--- src/rtl/mex_pkg.sv ---
package mex_pkg;

    // Fixed widths of the exponent, base and result fields
    localparam int FIELD_W = 24;

    localparam int DEF_MODULUS_BITS = 24;

    // Configuration register indexes
    localparam int CFG_IDX_W = 2;
    localparam logic [CFG_IDX_W-1:0] REG_EXPONENT = 2'd0;
    localparam logic [CFG_IDX_W-1:0] REG_MODULUS  = 2'd1;

    typedef enum logic [2:0] {
        S_IDLE,
        S_RED,
        S_MUL,
        S_SQR,
        S_DONE
    } t_state;

endpackage

--- src/rtl/mex_modmul.sv ---
module mex_modmul #(
    parameter int MODULUS_BITS = mex_pkg::DEF_MODULUS_BITS
) (
    input  logic                    i_clk,
    input  logic                    i_rst_n,
    input  logic                    i_start,
    input  logic [((MODULUS_BITS > mex_pkg::FIELD_W) ? MODULUS_BITS : mex_pkg::FIELD_W)-1:0] i_a,
    input  logic [MODULUS_BITS-1:0] i_b,
    input  logic [MODULUS_BITS-1:0] i_m,
    output logic                    o_done,
    output logic [MODULUS_BITS-1:0] o_p
);
    import mex_pkg::*;

    localparam int MW = MODULUS_BITS;
    localparam int AW = (MW > FIELD_W) ? MW : FIELD_W;
    localparam int CW = $clog2(AW + 1);

    logic [AW-1:0] r_a;
    logic [MW-1:0] r_b;
    logic [MW-1:0] r_m;
    logic [MW-1:0] r_acc;
    logic [CW-1:0] r_cnt;
    logic          r_busy;
    logic          r_done;

    logic [MW+1:0] w_t0;
    logic [MW+1:0] w_t1;
    logic [MW+1:0] w_t2;
    logic [MW+1:0] w_mx;

    // One interleaved step: acc = 2*acc + bit*b, then bring back below m
    always_comb begin
        w_mx = {2'b00, r_m};
        w_t0 = {1'b0, r_acc, 1'b0} + (r_a[AW-1] ? {2'b00, r_b} : '0);
        w_t1 = (w_t0 >= w_mx) ? (w_t0 - w_mx) : w_t0;
        w_t2 = (w_t1 >= w_mx) ? (w_t1 - w_mx) : w_t1;
    end

    always_ff @(posedge i_clk) begin
        if (!i_rst_n) begin
            r_busy <= 1'b0;
            r_done <= 1'b0;
            r_cnt  <= '0;
        end else begin
            r_done <= 1'b0;
            if (i_start) begin
                r_busy <= 1'b1;
                r_cnt  <= CW'(AW);
            end else if (r_busy) begin
                r_cnt <= r_cnt - CW'(1);
                if (r_cnt == CW'(1)) begin
                    r_busy <= 1'b0;
                    r_done <= 1'b1;
                end
            end
        end
    end

    always_ff @(posedge i_clk) begin
        if (i_start) begin
            r_a   <= i_a;
            r_b   <= i_b;
            r_m   <= i_m;
            r_acc <= '0;
        end else if (r_busy) begin
            r_a   <= {r_a[AW-2:0], 1'b0};
            r_acc <= w_t2[MW-1:0];
        end
    end

    assign o_done = r_done;
    assign o_p    = r_acc;

endmodule

--- src/rtl/mex_seq.sv ---
module mex_seq #(
    parameter int MODULUS_BITS = mex_pkg::DEF_MODULUS_BITS
) (
    input  logic                          i_clk,
    input  logic                          i_rst_n,
    input  logic                          i_valid,
    output logic                          o_stall,
    input  logic [mex_pkg::FIELD_W-1:0]   i_base,
    input  logic [mex_pkg::FIELD_W-1:0]   i_exponent,
    input  logic [MODULUS_BITS-1:0]       i_modulus,
    output logic                          o_valid,
    input  logic                          i_stall,
    output logic [mex_pkg::FIELD_W-1:0]   o_power_mod,
    output logic                          o_mul_start,
    output logic [((MODULUS_BITS > mex_pkg::FIELD_W) ? MODULUS_BITS : mex_pkg::FIELD_W)-1:0] o_mul_a,
    output logic [MODULUS_BITS-1:0]       o_mul_b,
    output logic [MODULUS_BITS-1:0]       o_mul_m,
    input  logic                          i_mul_done,
    input  logic [MODULUS_BITS-1:0]       i_mul_p
);
    import mex_pkg::*;

    localparam int MW = MODULUS_BITS;
    localparam int AW = (MW > FIELD_W) ? MW : FIELD_W;

    t_state             r_state, n_state;
    logic               r_go,    n_go;
    logic [FIELD_W-1:0] r_e,     n_e;
    logic [FIELD_W-1:0] r_base,  n_base;
    logic [MW-1:0]      r_m,     n_m;
    logic [MW-1:0]      r_acc,   n_acc;
    logic [MW-1:0]      r_sq,    n_sq;

    logic w_accept;
    assign w_accept = i_valid && (r_state == S_IDLE);

    always_comb begin
        n_state = r_state;
        n_go    = 1'b0;
        n_e     = r_e;
        n_base  = r_base;
        n_m     = r_m;
        n_acc   = r_acc;
        n_sq    = r_sq;
        case (r_state)
            S_IDLE: begin
                if (w_accept) begin
                    n_e    = i_exponent;
                    n_base = i_base;
                    n_m    = i_modulus;
                    if (i_exponent == '0) begin
                        n_acc   = MW'(1);
                        n_state = S_DONE;
                    end else if (i_modulus == '0) begin
                        n_acc   = '0;
                        n_state = S_DONE;
                    end else begin
                        n_state = S_RED;
                        n_go    = 1'b1;
                    end
                end
            end
            S_RED: begin
                if (i_mul_done) begin
                    n_sq    = i_mul_p;
                    n_acc   = (r_m == MW'(1)) ? '0 : MW'(1);
                    n_state = r_e[0] ? S_MUL : S_SQR;
                    n_go    = 1'b1;
                end
            end
            S_MUL: begin
                if (i_mul_done) begin
                    n_acc = i_mul_p;
                    // skip the last square once no exponent bits remain
                    if (r_e[FIELD_W-1:1] == '0) begin
                        n_state = S_DONE;
                    end else begin
                        n_state = S_SQR;
                        n_go    = 1'b1;
                    end
                end
            end
            S_SQR: begin
                if (i_mul_done) begin
                    n_sq    = i_mul_p;
                    n_e     = {1'b0, r_e[FIELD_W-1:1]};
                    n_state = r_e[1] ? S_MUL : S_SQR;
                    n_go    = 1'b1;
                end
            end
            S_DONE: begin
                if (!i_stall) begin
                    n_state = S_IDLE;
                end
            end
            default: begin
                n_state = S_IDLE;
            end
        endcase
    end

    always_comb begin
        o_stall = (r_state != S_IDLE);
        o_valid = (r_state == S_DONE);
        o_mul_m = r_m;
        case (r_state)
            S_RED: begin
                o_mul_a = AW'(r_base);
                o_mul_b = MW'(1);
            end
            S_MUL: begin
                o_mul_a = AW'(r_acc);
                o_mul_b = r_sq;
            end
            default: begin
                o_mul_a = AW'(r_sq);
                o_mul_b = r_sq;
            end
        endcase
    end

    assign o_mul_start = r_go;
    assign o_power_mod = FIELD_W'(r_acc);

    always_ff @(posedge i_clk) begin
        if (!i_rst_n) begin
            r_state <= S_IDLE;
            r_go    <= 1'b0;
        end else begin
            r_state <= n_state;
            r_go    <= n_go;
        end
    end

    always_ff @(posedge i_clk) begin
        r_e    <= n_e;
        r_base <= n_base;
        r_m    <= n_m;
        r_acc  <= n_acc;
        r_sq   <= n_sq;
    end

endmodule

--- src/rtl/modular_exponentiation.sv ---
// Channel   Direction  Handshake          Payload
// input     in         i_valid / o_stall  i_base [23:0]
// result    out        o_valid / i_stall  o_power_mod [23:0]
// config    in         i_cfg_we           i_cfg_idx, i_cfg_wdata [23:0]
//
// One base at a time. Each modular multiply runs on the shared interleaved
// multiply-reduce unit of width AW = max(MODULUS_BITS, 24); an item takes
// (1 + popcount(e) + floor(log2 e)) multiplies, and an exponent or modulus
// of zero takes none. Reset is synchronous, active low, and clears the
// sequencer; both registers reset to 1. o_stall stays high from the
// transfer in until the result transfer out; i_stall holds the result.
module modular_exponentiation #(
    parameter int MODULUS_BITS = mex_pkg::DEF_MODULUS_BITS
) (
    input  logic                          i_clk,
    input  logic                          i_rst_n,
    input  logic                          i_valid,
    output logic                          o_stall,
    input  logic [mex_pkg::FIELD_W-1:0]   i_base,
    output logic                          o_valid,
    input  logic                          i_stall,
    output logic [mex_pkg::FIELD_W-1:0]   o_power_mod,
    input  logic                          i_cfg_we,
    input  logic [mex_pkg::CFG_IDX_W-1:0] i_cfg_idx,
    input  logic [mex_pkg::FIELD_W-1:0]   i_cfg_wdata
);
    import mex_pkg::*;

    localparam int MW = MODULUS_BITS;
    localparam int AW = (MW > FIELD_W) ? MW : FIELD_W;

    logic [FIELD_W-1:0] r_exponent;
    logic [MW-1:0]      r_modulus;
    logic [MW-1:0]      w_wdata_m;

    logic          w_mul_start;
    logic          w_mul_done;
    logic [AW-1:0] w_mul_a;
    logic [MW-1:0] w_mul_b;
    logic [MW-1:0] w_mul_m;
    logic [MW-1:0] w_mul_p;

    // keep only the low MODULUS_BITS bits of the modulus
    assign w_wdata_m = MW'({{MW{1'b0}}, i_cfg_wdata});

    always_ff @(posedge i_clk) begin
        if (!i_rst_n) begin
            r_exponent <= FIELD_W'(1);
            r_modulus  <= MW'(1);
        end else if (i_cfg_we) begin
            case (i_cfg_idx)
                REG_EXPONENT: r_exponent <= i_cfg_wdata;
                REG_MODULUS:  r_modulus  <= w_wdata_m;
                default: ;
            endcase
        end
    end

    mex_seq #(
        .MODULUS_BITS(MODULUS_BITS)
    ) u_seq (
        .i_clk       (i_clk),
        .i_rst_n     (i_rst_n),
        .i_valid     (i_valid),
        .o_stall     (o_stall),
        .i_base      (i_base),
        .i_exponent  (r_exponent),
        .i_modulus   (r_modulus),
        .o_valid     (o_valid),
        .i_stall     (i_stall),
        .o_power_mod (o_power_mod),
        .o_mul_start (w_mul_start),
        .o_mul_a     (w_mul_a),
        .o_mul_b     (w_mul_b),
        .o_mul_m     (w_mul_m),
        .i_mul_done  (w_mul_done),
        .i_mul_p     (w_mul_p)
    );

    mex_modmul #(
        .MODULUS_BITS(MODULUS_BITS)
    ) u_modmul (
        .i_clk   (i_clk),
        .i_rst_n (i_rst_n),
        .i_start (w_mul_start),
        .i_a     (w_mul_a),
        .i_b     (w_mul_b),
        .i_m     (w_mul_m),
        .o_done  (w_mul_done),
        .o_p     (w_mul_p)
    );

    a_busy_after_in: assert property (@(posedge i_clk) disable iff (!i_rst_n)
        (i_valid && !o_stall) |=> o_stall)
        else $error("input side not stalled after transfer");

    a_no_in_with_out: assert property (@(posedge i_clk) disable iff (!i_rst_n)
        o_valid |-> o_stall)
        else $error("input open while result pending");

    a_mul_not_instant: assert property (@(posedge i_clk) disable iff (!i_rst_n)
        w_mul_start |=> !w_mul_done)
        else $error("multiply finished one cycle after start");

    a_done_not_with_out: assert property (@(posedge i_clk) disable iff (!i_rst_n)
        w_mul_done |-> !o_valid)
        else $error("multiply finished while result pending");

endmodule

--- config.mk ---
export PLATFORM = sky130hd
export DESIGN_NAME = modular_exponentiation
export DESIGN_NICKNAME = d
export VERILOG_FILES = /design/src/rtl/mex_pkg.sv /design/src/rtl/mex_modmul.sv /design/src/rtl/mex_seq.sv /design/src/rtl/modular_exponentiation.sv
export SDC_FILE = /design/constraint.sdc
export NUM_CORES = 1
export LEC_CHECK = 0
export ABC_AREA = 1
export BUFFER_PORTS_ARGS = -buffer_cell sky130_fd_sc_hd__buf_2
export CORE_MARGIN = 3
export CORE_UTILIZATION = 45
export DETAILED_ROUTE_END_ITERATION = 8
export PLACE_DENSITY_LB_ADDON = 0.2
export SYNTH_ARGS = -nofsm -noshare
export SYNTH_HDL_FRONTEND = slang
export SYNTH_SLANG_ARGS = --single-unit
--- constraint.sdc ---
create_clock -name i_clk -period 6 [get_ports i_clk]
set_input_delay 0.6 -clock i_clk [delete_from_list [all_inputs] [get_ports i_clk]]
set_output_delay 0.6 -clock i_clk [all_outputs]
set_load 0.005 [all_outputs]
==> flow_metrics.tcl, run 1 <==
set metrics [dict create \
    worst_ir_drop_vdd_uv 395.1 \
    worst_path_largest_cell_delay_ns 0.42 \
    stdcell_area_sq_um 19620 \
    endpoint_kind "flop" \
    switchingPower_w 0.005366 \
    finClkSkew_ns 0.02783 \
    seq_area_frac_synth_pct 49.27 \
    whs_path_depth 1 \
    initial_utilization_pct 45.98 \
    grt_pass1_vias 12870 \
    p_leak_nw 8.822 \
    worstPathArrival_ns 6.34 \
    reg2reg_to "u_modmul.o_p[23]$_SDFFE_PP0P_" \
    cp.required_ns 6.45 \
    core_sq_um 32780 \
    status "finished clean" \
    dr.pass1.iters 6 \
    wl_per_cell_um 17.57 \
    port_buffers 80 \
    n_antenna_cell 0 \
    cts_root_buffer "clkbuf_16" \
    overflow 0 \
    netlist.area_leader.share_pct 38.25 \
    htree_levels 1 \
    finalWeightedCongestion 0.9618 \
    netlist.top_cell.by_area "edfxtp_1" \
    p_total_w 0.01244 \
    max_freq_mhz 169.7 \
    dpl-instance-area_sq_um 17340 \
    critPathLaunch "u_modmul.r_a[23]$_DFFE_PP_" \
    seqPwrFrac_pct 19.6 \
    powerDensity_nw_per_um2 634.1 \
    syn-mean-instance-area_sq_um 8.375 \
    drive_above_1_share_pct 25.52 \
    antenna_found_initial 0 \
    cp-endpoint "u_modmul.o_p[23]$_SDFFE_PP0P_" \
    synth_edf_count 192 \
    die_height_um 189.0 \
    die_x_um 189.0 \
    ys_warn_count 0 \
    cts_buffer_depth 3 \
    crit_fanout 6 \
    reg2reg_depth 39 \
    p_int_w 0.007076 \
    synth_nets 1931 \
    grt_pass1_wl_um 67430 \
    r2r_setup_slack_ns 0.11 \
    cts_sinks 275 \
    ys.flop_type "edfxtp_1" \
    p_comb_share_pct 66.4 \
    critPathSlowestCell "edfxtp_1" \
    cts_tree "yes" \
    num_io_pins 81 \
    synth.most_common_cell "nand2_1" \
    rows 66 \
    critical_path_class "flop to flop" \
    place_inst 2465 \
    clk_pin_slew_ns 0.06 \
    ys_types 49 \
    insertion_delay_ns 0.57 \
    vias_per_cell 5.216 \
    slew_viol_final 0 \
    syn_area_sq_um 15070 \
    grt.total_usage_pct 23.80 \
    fin_nets 2209 \
    ant_nets 0 \
    async_flop_share_pct 0 \
    min_period_over_period_pct 98.19 \
    worstSetupStartpointType "flop" \
    setup_viol 0 \
    synth_seq_cells 275 \
    reg2reg_from "u_modmul.r_a[23]$_DFFE_PP_" \
    clkPwrFrac_pct 14.0 \
    p_sw_share_pct 43.13 \
    synthCells 1800 \
    grt_max_degree 76 \
    maxCapViolations 0 \
    fin_crit_ns 5.891 \
    drtIter0Drc 850 \
    vias 13260 \
    dp_hpwl_um 33750 \
    tightest_slew_ns 1.231 \
    area_growth_syn_to_layout_pct 30.16 \
    postCtsHoldBufs 0 \
    stdcell_count 2542 \
    finalHoldViolations 0 \
    cts_buffers 30 \
    min-delay-path-class "input port to flop" \
    slew_headroom_pct 17.94 \
    rsz0062_at_grt "yes" \
    routed_wl_um 44660 \
    drc 0 \
    netlist_top_cells_area "edfxtp_1, dfxtp_1, nand2_1" \
    ys_top_cells_by_count "nand2_1, inv_1, nor2_1" \
    dieArea_sq_um 35730 \
]
[per-stage QoR]
stage | TNS, ns | util, % | hold slack, ns | setup WS, ns
after global routing | -3.618 | 59.85 | 0.1901 | -0.1754
after CTS | 0 | 55.94 | 0.1801 | 0.0004907
after floorplan | 0 | - | 0.4176 | 0.3065
after detailed placement | -5.772 | 52.88 | 0.4368 | -0.2711
after global placement | -5.759 | 52.88 | 0.4344 | -0.2754
final | 0 | 59.85 | 0.2059 | 0.1086
[layout make-up]
class                      count  area [sq um]
sequential                   275          7428
inverter                     236         888.4
fill                        2960         13160
clock buffer                  35         789.5
multi-input combinational   1242          7656
tap                          442         553.0
clock inverter                19         146.4
timing repair buffer         293          2160
[registers in the layout, indices dropped and copies added, names as in the netlist]
signal	count
u_seq.r_base	24
r_modulus	24
r_exponent	24
u_modmul.r_cnt	5
u_seq.o_power_mod	24
u_modmul.o_done	1
u_modmul.r_busy	1
u_modmul.r_m	24
u_seq.r_e	24
u_modmul.r_a	24
u_seq.o_mul_start	1
u_seq.r_sq	24
u_seq.r_state	3
u_modmul.o_p	24
u_seq.o_mul_m	24
u_modmul.r_b	24
[worst max-delay path, delay by kind of cell, from the launching register on]
| family | cells | cell delay [ns] |
|---|---|---|
| and+or+nand+nor | 16 | 1.72 |
| adders and majority gates | 4 | 1.22 |
| buffers and inverters | 10 | 1.13 |
| AOI/OAI and AO/OA | 7 | 0.92 |
| DFF | 1 | 0.42 |
| xor gates and xnor gates | 2 | 0.36 |
[per-layer routing]
layer	vias up	wire length (um)	GRT usage (%)
met1	6317	18950	30.17
met5	-	0	0
met2	280	22340	42.17
li1	6594	-	-
met4	0	1290	7.419
met3	69	2070	3.333
[cell usage in the layout (no fill, tap or decap), types with 24 or more instances in the layout]
cell	synthesis	final
nand2_1	430	398
inv_1	232	223
nor2_1	217	202
buf_4	0	195
edfxtp_1	192	192
dfxtp_1	83	82
o21ai_0	101	81
buf_2	5	81
a21oi_1	100	67
nand3_1	67	56
ha_1	73	38
o21ai_1	28	37
ha_4	0	34
clkbuf_16	0	34
a21oi_2	1	32
nand2_2	3	30
xnor2_1	30	26
xor2_1	30	24
[worst min path at each step]
| stage | start | to | slack, ns |
|---|---|---|---|
| 6_report | i_base[3] | u_seq.r_base[3]$_DFFE_PP_ | 0.21 |
| 5_1_grt | i_base[2] | u_seq.r_base[2]$_DFFE_PP_ | 0.19 |
| 4_1_cts | i_base[4] | u_seq.r_base[4]$_DFFE_PP_ | 0.18 |
| 3_5_place_dp | u_seq.o_mul_m[3]$_DFFE_PP_ | u_modmul.r_m[3]$_DFFE_PP_ | 0.44 |
| 3_3_place_gp | u_seq.o_mul_m[22]$_DFFE_PP_ | u_modmul.r_m[22]$_DFFE_PP_ | 0.43 |
| 2_1_floorplan | u_seq.o_mul_m[0]$_DFFE_PP_ | u_modmul.r_m[0]$_DFFE_PP_ | 0.42 |
[timing repair]
item                                    in CTS  in global routing
setup buffers                                1                 14
endpoints found under the setup margin      24                 24
resized for setup                           24                205
pin swaps                                    5                 31
cloned                                       0                  8
[power by group through the flow]
| stage | combinational (W) | sequential [W] | clock (W) |
|---|---|---|---|
| 4_1_cts | 0.00702 | 0.00242 | 0.00178 |
| 3_3_place_gp | 0.00686 | 0.00245 | 0 |
| 2_1_floorplan | 0.00388 | 0.00243 | 0 |
| 6_report | 0.00827 | 0.00243 | 0.00174 |
| 3_5_place_dp | 0.00689 | 0.00246 | 0 |
| 5_1_grt | 0.00895 | 0.00245 | 0.00185 |
[kinds of logic (layout without fill, tap and decap cells)]
kind of cell / count (synthesis) / in the layout / synth area share (%)
xor gates and xnor gates: 60 / 60 / 3.486
buffers and inverters: 284 / 583 / 7.213
DFF: 275 / 275 / 49.27
AOI/OAI and AO/OA: 308 / 308 / 11.62
adders and majority gates: 76 / 76 / 6.458
and+or+nand+nor: 797 / 798 / 21.95
Note: power is estimated with default switching activity, not from simulation.
==> run 2, diff against run 1 <==
==> constraint.sdc (replaced) <==
create_clock -name i_clk -period 7.17 [get_ports i_clk]
set_input_delay 0.717 -clock i_clk [delete_from_list [all_inputs] [get_ports i_clk]]
set_output_delay 0.717 -clock i_clk [all_outputs]
set_load 0.005 [all_outputs]
==> run 2 against run 1 <==
Effect of this change:
- routed wire length decreased by 9.1%
- sequential power down 16%
- total power shrank 34%
- clock skew decreased by 0.014 ns
- non-clock buffer count down 187
- core utilization is 7.5 points lower
- setup slack better by 0.45 ns
- critical path type unchanged
- largest cell class is now sequential cells
- highest routed layer is now met5
==> flow_metrics.tcl, run 2 (synthesis gave the netlist of run 1 again) <==
set metrics [dict create \
    tns_ns 0 \
    cts_sinks 275 \
    finalHoldViolations 0 \
    setup_viol 0 \
    worstPathArrival_ns 7.06 \
    rsz0062_at_grt "no" \
    worst_path_largest_cell_delay_ns 0.45 \
    insertion_delay_ns 0.56 \
    max_freq_mhz 151.3 \
    num_io_pins 81 \
    use_met3_pct 3.166 \
    cts_root_buffer "clkbuf_16" \
    finClkSkew_ns 0.01404 \
    cts_tree "yes" \
    drc 0 \
    min_period_over_period_pct 92.19 \
    critical_path_class "flop to flop" \
    cp.required_ns 7.62 \
    endpoint_kind "flop" \
    dieArea_sq_um 35730 \
    use_met2_pct 38.14 \
    clk_pin_slew_ns 0.06 \
    busiest_layer "met2" \
    slew_viol_final 0 \
    vias_per_cell 5.335 \
    cts_buffers 29 \
    core_sq_um 32780 \
    overflow 0 \
    dp_hpwl_um 31090 \
    grt.total_usage_pct 22.50 \
    grt_max_degree 76 \
    rows 66 \
    powerDensity_nw_per_um2 477.1 \
    ant_nets 0 \
    finalWeightedCongestion 0.9786 \
    utilization_pct 52.35 \
    fillers 3156 \
    slew_headroom_pct 27.12 \
    most-common-layout-cells "nand2_1, inv_1, nor2_1" \
    p_leak_nw 7.745 \
    status "finished clean" \
    initial_utilization_pct 45.98 \
    die_x_um 189.0 \
    vias 12563 \
    fin_crit_ns 6.610 \
    grt_pass1_wl_um 64460 \
    grt_pass1_vias 12260 \
    worstSetupStartpointType "flop" \
    crit_top_cell "nand2_1" \
    drtIter0Drc 842 \
    maxCapViolations 0 \
    tightest_slew_ns 1.092 \
    postCtsHoldBufs 0 \
    drive_above_1_share_pct 9.880 \
    critPathSlowestCell "edfxtp_1" \
    grt_use_met1_pct 29.17 \
    antenna_found_initial 1 \
    dr.pass1.iters 5 \
    worst_ir_drop_vdd_uv 275.8 \
    fin_nets 2021 \
    routed_wl_um 40590 \
    area_growth_syn_to_layout_pct 13.84 \
    wl_per_cell_um 17.23 \
    min-delay-path-class "input port to flop" \
    die_height_um 189.0 \
    htree_levels 1 \
    crit_fanout 24 \
    port_buffers 80 \
    n_antenna_cell 0 \
    cts_buffer_depth 3 \
    layout_commonest_cell "nand2_1" \
]
[run 2: worst paths after layout]
path                              start  depth (start not counted)                           end  slack, ns
max reg2reg  u_modmul.r_a[23]$_DFFE_PP_                         38  u_modmul.o_p[6]$_SDFFE_PP0P_       0.56
min                          i_base[22]                          1    u_seq.r_base[22]$_DFFE_PP_       0.34
max          u_modmul.r_a[23]$_DFFE_PP_                         38  u_modmul.o_p[6]$_SDFFE_PP0P_       0.56
min reg2reg  u_seq.o_mul_m[0]$_DFFE_PP_                          0     u_modmul.r_m[0]$_DFFE_PP_       0.43
[run 2: power by group]
part | leakage [nW] | internal [W] | switching (W)
Combinational | 4.72 | 0.00162 | 0.00287
Sequential | 2.51 | 0.00192 | 0.000133
Clock | 0.517 | 0.000999 | 0.000648
Total | 7.75 | 0.00453 | 0.00365
[run 2: layer usage]
metal	part of all wire, %	up-vias
met5	0.034	-
met4	4.3	2
met3	5.3	96
met2	48	357
met1	43	5906
li1	-	6202
[run 2: layout make-up]
class | instances | area [sq um] | area share, %
clock inverter | 25 | 330.3 | 1.925
multi-input combinational | 1242 | 6623 | 38.59
timing repair buffer | 106 | 611.8 | 3.565
tap | 442 | 553.0 | 3.223
inverter | 236 | 889.6 | 5.184
clock buffer | 29 | 725.7 | 4.229
sequential | 275 | 7428 | 43.29
[run 2: what timing repair did]
item / in CTS / in global routing
setup endpoints to repair: 0 / 24
gates resized for setup: 0 / 14
buffers inserted: 0 / 1
[run 2: through the flow]
step	std cells	power (W)	hold slack (ns)	setup WS (ns)	area (sq um)
after CTS	2353	0.008132	0.3127	0.3783	17110
final	2355	0.008188	0.3370	0.5601	17160
after floorplan	1800	0.005273	0.4176	1.476	15070
after global routing	2355	0.008859	0.3137	0.01678	17160
after global placement	2299	0.006469	0.4322	0.3471	16050
after detailed placement	2299	0.006453	0.4304	0.4038	16050
[run 2: worst max-delay path, delay by kind of cell (launching register included)]
family                     cells  cell delay, ns
xor gates and xnor gates       1            0.35
AOI/OAI and AO/OA              8            1.48
DFF                            1            0.45
buffers and inverters          5            0.73
adders and majority gates      4            1.37
and+or+nand+nor               20            2.09
==> run 3, diff against run 2 <==
--- a/config.mk
+++ b/config.mk
@@ -10,7 +10,7 @@
 export CORE_MARGIN = 3
 export CORE_UTILIZATION = 45
 export DETAILED_ROUTE_END_ITERATION = 8
-export PLACE_DENSITY_LB_ADDON = 0.2
+export PLACE_DENSITY_LB_ADDON = 0.12
 export SYNTH_ARGS = -nofsm -noshare
 export SYNTH_HDL_FRONTEND = slang
 export SYNTH_SLANG_ARGS = --single-unit
==> run 3 against run 2 <==
Effect of this change:
- non-clock buffer count is 1 lower
- clock-buffer cell count is 15 higher
- routed wire length is 3.5% higher
- die area stayed put
- global-route usage is 0.53 points higher
- core utilization is 0.080 points lower
- clock power is 5% lower
- final cell count is 0.21% higher
- critical endpoint is now u_modmul.o_p[1]$_SDFFE_PP0P_
- largest power group unchanged
==> flow_metrics.tcl, run 3 (synthesis gave the netlist of run 1 again) <==
set metrics [dict create \
    status "finished clean" \
    cts_sinks 275 \
    cp.required_ns 7.64 \
    drc 0 \
    routed_wl_um 42030 \
    max_freq_mhz 150.4 \
    die_height_um 189.0 \
    worst_path_largest_cell_delay_ns 0.47 \
    initial_utilization_pct 45.98 \
    drive_above_1_share_pct 9.854 \
    postCtsHoldBufs 0 \
    maxCapViolations 0 \
    vias_per_cell 5.286 \
    ant_nets 0 \
    worst_ir_drop_vdd_uv 220.5 \
    antenna_found_initial 0 \
    drtIter0Drc 926 \
    n_antenna_cell 0 \
    min_period_over_period_pct 92.72 \
    cts_root_buffer "clkbuf_16" \
    dp_slack_ns 0.08228 \
    endpoint_kind "flop" \
    critical_path_class "flop to flop" \
    worstPathArrival_ns 7.12 \
    slew_headroom_pct 32.06 \
    grt_max_degree 75 \
    most-common-layout-cells "nand2_1, inv_1, nor2_1" \
    worstSetupStartpointType "flop" \
    vias 12475 \
    worst-path-buf-inv 7 \
    finClkSkew_ns 0.02413 \
    fin_crit_ns 6.648 \
    p_leak_nw 7.742 \
    reg2reg_from "u_modmul.r_a[23]$_DFFE_PP_" \
    path_delay_family "simple AND/OR/NAND/NOR gates" \
    overflow 0 \
    layout_commonest_cell "nand2_1" \
    powerDensity_nw_per_um2 483.8 \
    worst-path-stages 38 \
    clk_pin_slew_ns 0.06 \
    holdWs_ns 0.3141 \
    setup_ws_ns 0.5221 \
    min-delay-path-class "input port to flop" \
    grt_pass1_vias 12220 \
    dieArea_sq_um 35730 \
    min_from "i_base[2]" \
    grt_pass1_wl_um 65270 \
    dpl-instance-area_sq_um 16000 \
    hold_end "u_seq.r_base[2]$_DFFE_PP_" \
    slew_viol_final 0 \
    stdcell_count 2360 \
    crit_top_cell "nand2_1" \
    core_sq_um 32780 \
    tightest_slew_ns 1.018 \
    reg2reg_depth 38 \
    insertion_delay_ns 0.58 \
    r2r_setup_slack_ns 0.52 \
    rows 66 \
    critPathSlowestCell "fa_1" \
    stdcell_area_sq_um 17140 \
    cts_tree "yes" \
    cts_buffer_depth 3 \
    cts_buffers 31 \
    place_inst 2293 \
    htree_levels 1 \
    num_io_pins 81 \
    dr.pass1.iters 5 \
    setup_viol 0 \
    wl_per_cell_um 17.81 \
    area_growth_syn_to_layout_pct 13.67 \
    port_buffers 80 \
    finalWeightedCongestion 0.9381 \
    crit_fanout 12 \
    reg2reg_to "u_modmul.o_p[1]$_SDFFE_PP0P_" \
    die_x_um 189.0 \
    dp_hpwl_um 32240 \
    whs_path_depth 1 \
    grt.total_usage_pct 23.04 \
    fin_nets 2024 \
    finalHoldViolations 0 \
]
==> run 3: changes by cell type in the layout (fill, tap and decap cells not counted), moves of 2 or more <==
| cell | before | now |
|---|---|---|
| bufinv_16 | 7 | 1 |
| clkbuf_1 | 0 | 6 |
| clkbuf_16 | 29 | 31 |
| clkbuf_8 | 0 | 7 |
| clkinv_1 | 6 | 3 |
| nor2_4 | 1 | 3 |
==> run 3: power breakdown <==
part           switching (W)  internal [W]
registers           0.000129       0.00192
logic                0.00305       0.00163
clock network       0.000657      0.000911
total                0.00384       0.00445
==> run 3: per-layer routing <==
layer | track usage, % | part of all wire (%) | vias to the layer above
met5 | 0 | 0 | -
met4 | 8.135 | 3.7 | 0
met3 | 2.611 | 4.3 | 89
met2 | 39.87 | 48 | 317
met1 | 29.99 | 44 | 5850
li1 | - | - | 6219
==> run 3: area by class of cell <==
class | instances | area (sq um)
multi-input combinational | 1244 | 6636
inverter | 236 | 889.6
clock buffer | 44 | 894.6
clock inverter | 14 | 128.9
fill | 3226 | 15650
timing repair buffer | 105 | 604.3
tap | 442 | 553.0
sequential | 275 | 7428
==> run 3: repair_timing <==
item,CTS,global route
setup endpoints to repair,0,24
buffers inserted,0,6
gates resized for setup,0,12
==> run 3: how the worst max path moves through the flow <==
stage / startpoint / to / slack [ns]
3_3_place_gp: u_modmul.r_a[23]$_DFFE_PP_ / u_modmul.o_p[7]$_SDFFE_PP0P_ / 0.08
5_1_grt: u_modmul.r_a[23]$_DFFE_PP_ / u_modmul.o_p[16]$_SDFFE_PP0P_ / -0.01
3_5_place_dp: u_modmul.r_a[23]$_DFFE_PP_ / u_modmul.o_p[17]$_SDFFE_PP0P_ / 0.08
2_1_floorplan: u_modmul.r_a[23]$_DFFE_PP_ / u_modmul.o_p[3]$_SDFFE_PP0P_ / 1.48
6_report: u_modmul.r_a[23]$_DFFE_PP_ / u_modmul.o_p[1]$_SDFFE_PP0P_ / 0.52
4_1_cts: u_modmul.r_a[23]$_DFFE_PP_ / u_modmul.o_p[17]$_SDFFE_PP0P_ / 0.06
==> run 3: worst register-to-register path: cells and delay by family, from the launching register on <==
kind	cells	cell delay (ns)
AND/OR/NAND/NOR	18	2.42
adder cells (fa/ha/maj)	4	1.20
AO/OA/AOI/OAI	8	1.45
buffers and inverters	7	0.93
XOR/XNOR	1	0.18
flip-flops	1	0.38
==> run 3: metrics by stage <==
step                power (W)  utilization [%]  setup TNS, ns
floorplan            0.005273                -              0
global placement     0.006537            48.79              0
detailed placement   0.006501            48.79              0
CTS                  0.008093            51.91              0
global route         0.008916            52.27       -0.03259
finish               0.008291            52.27              0
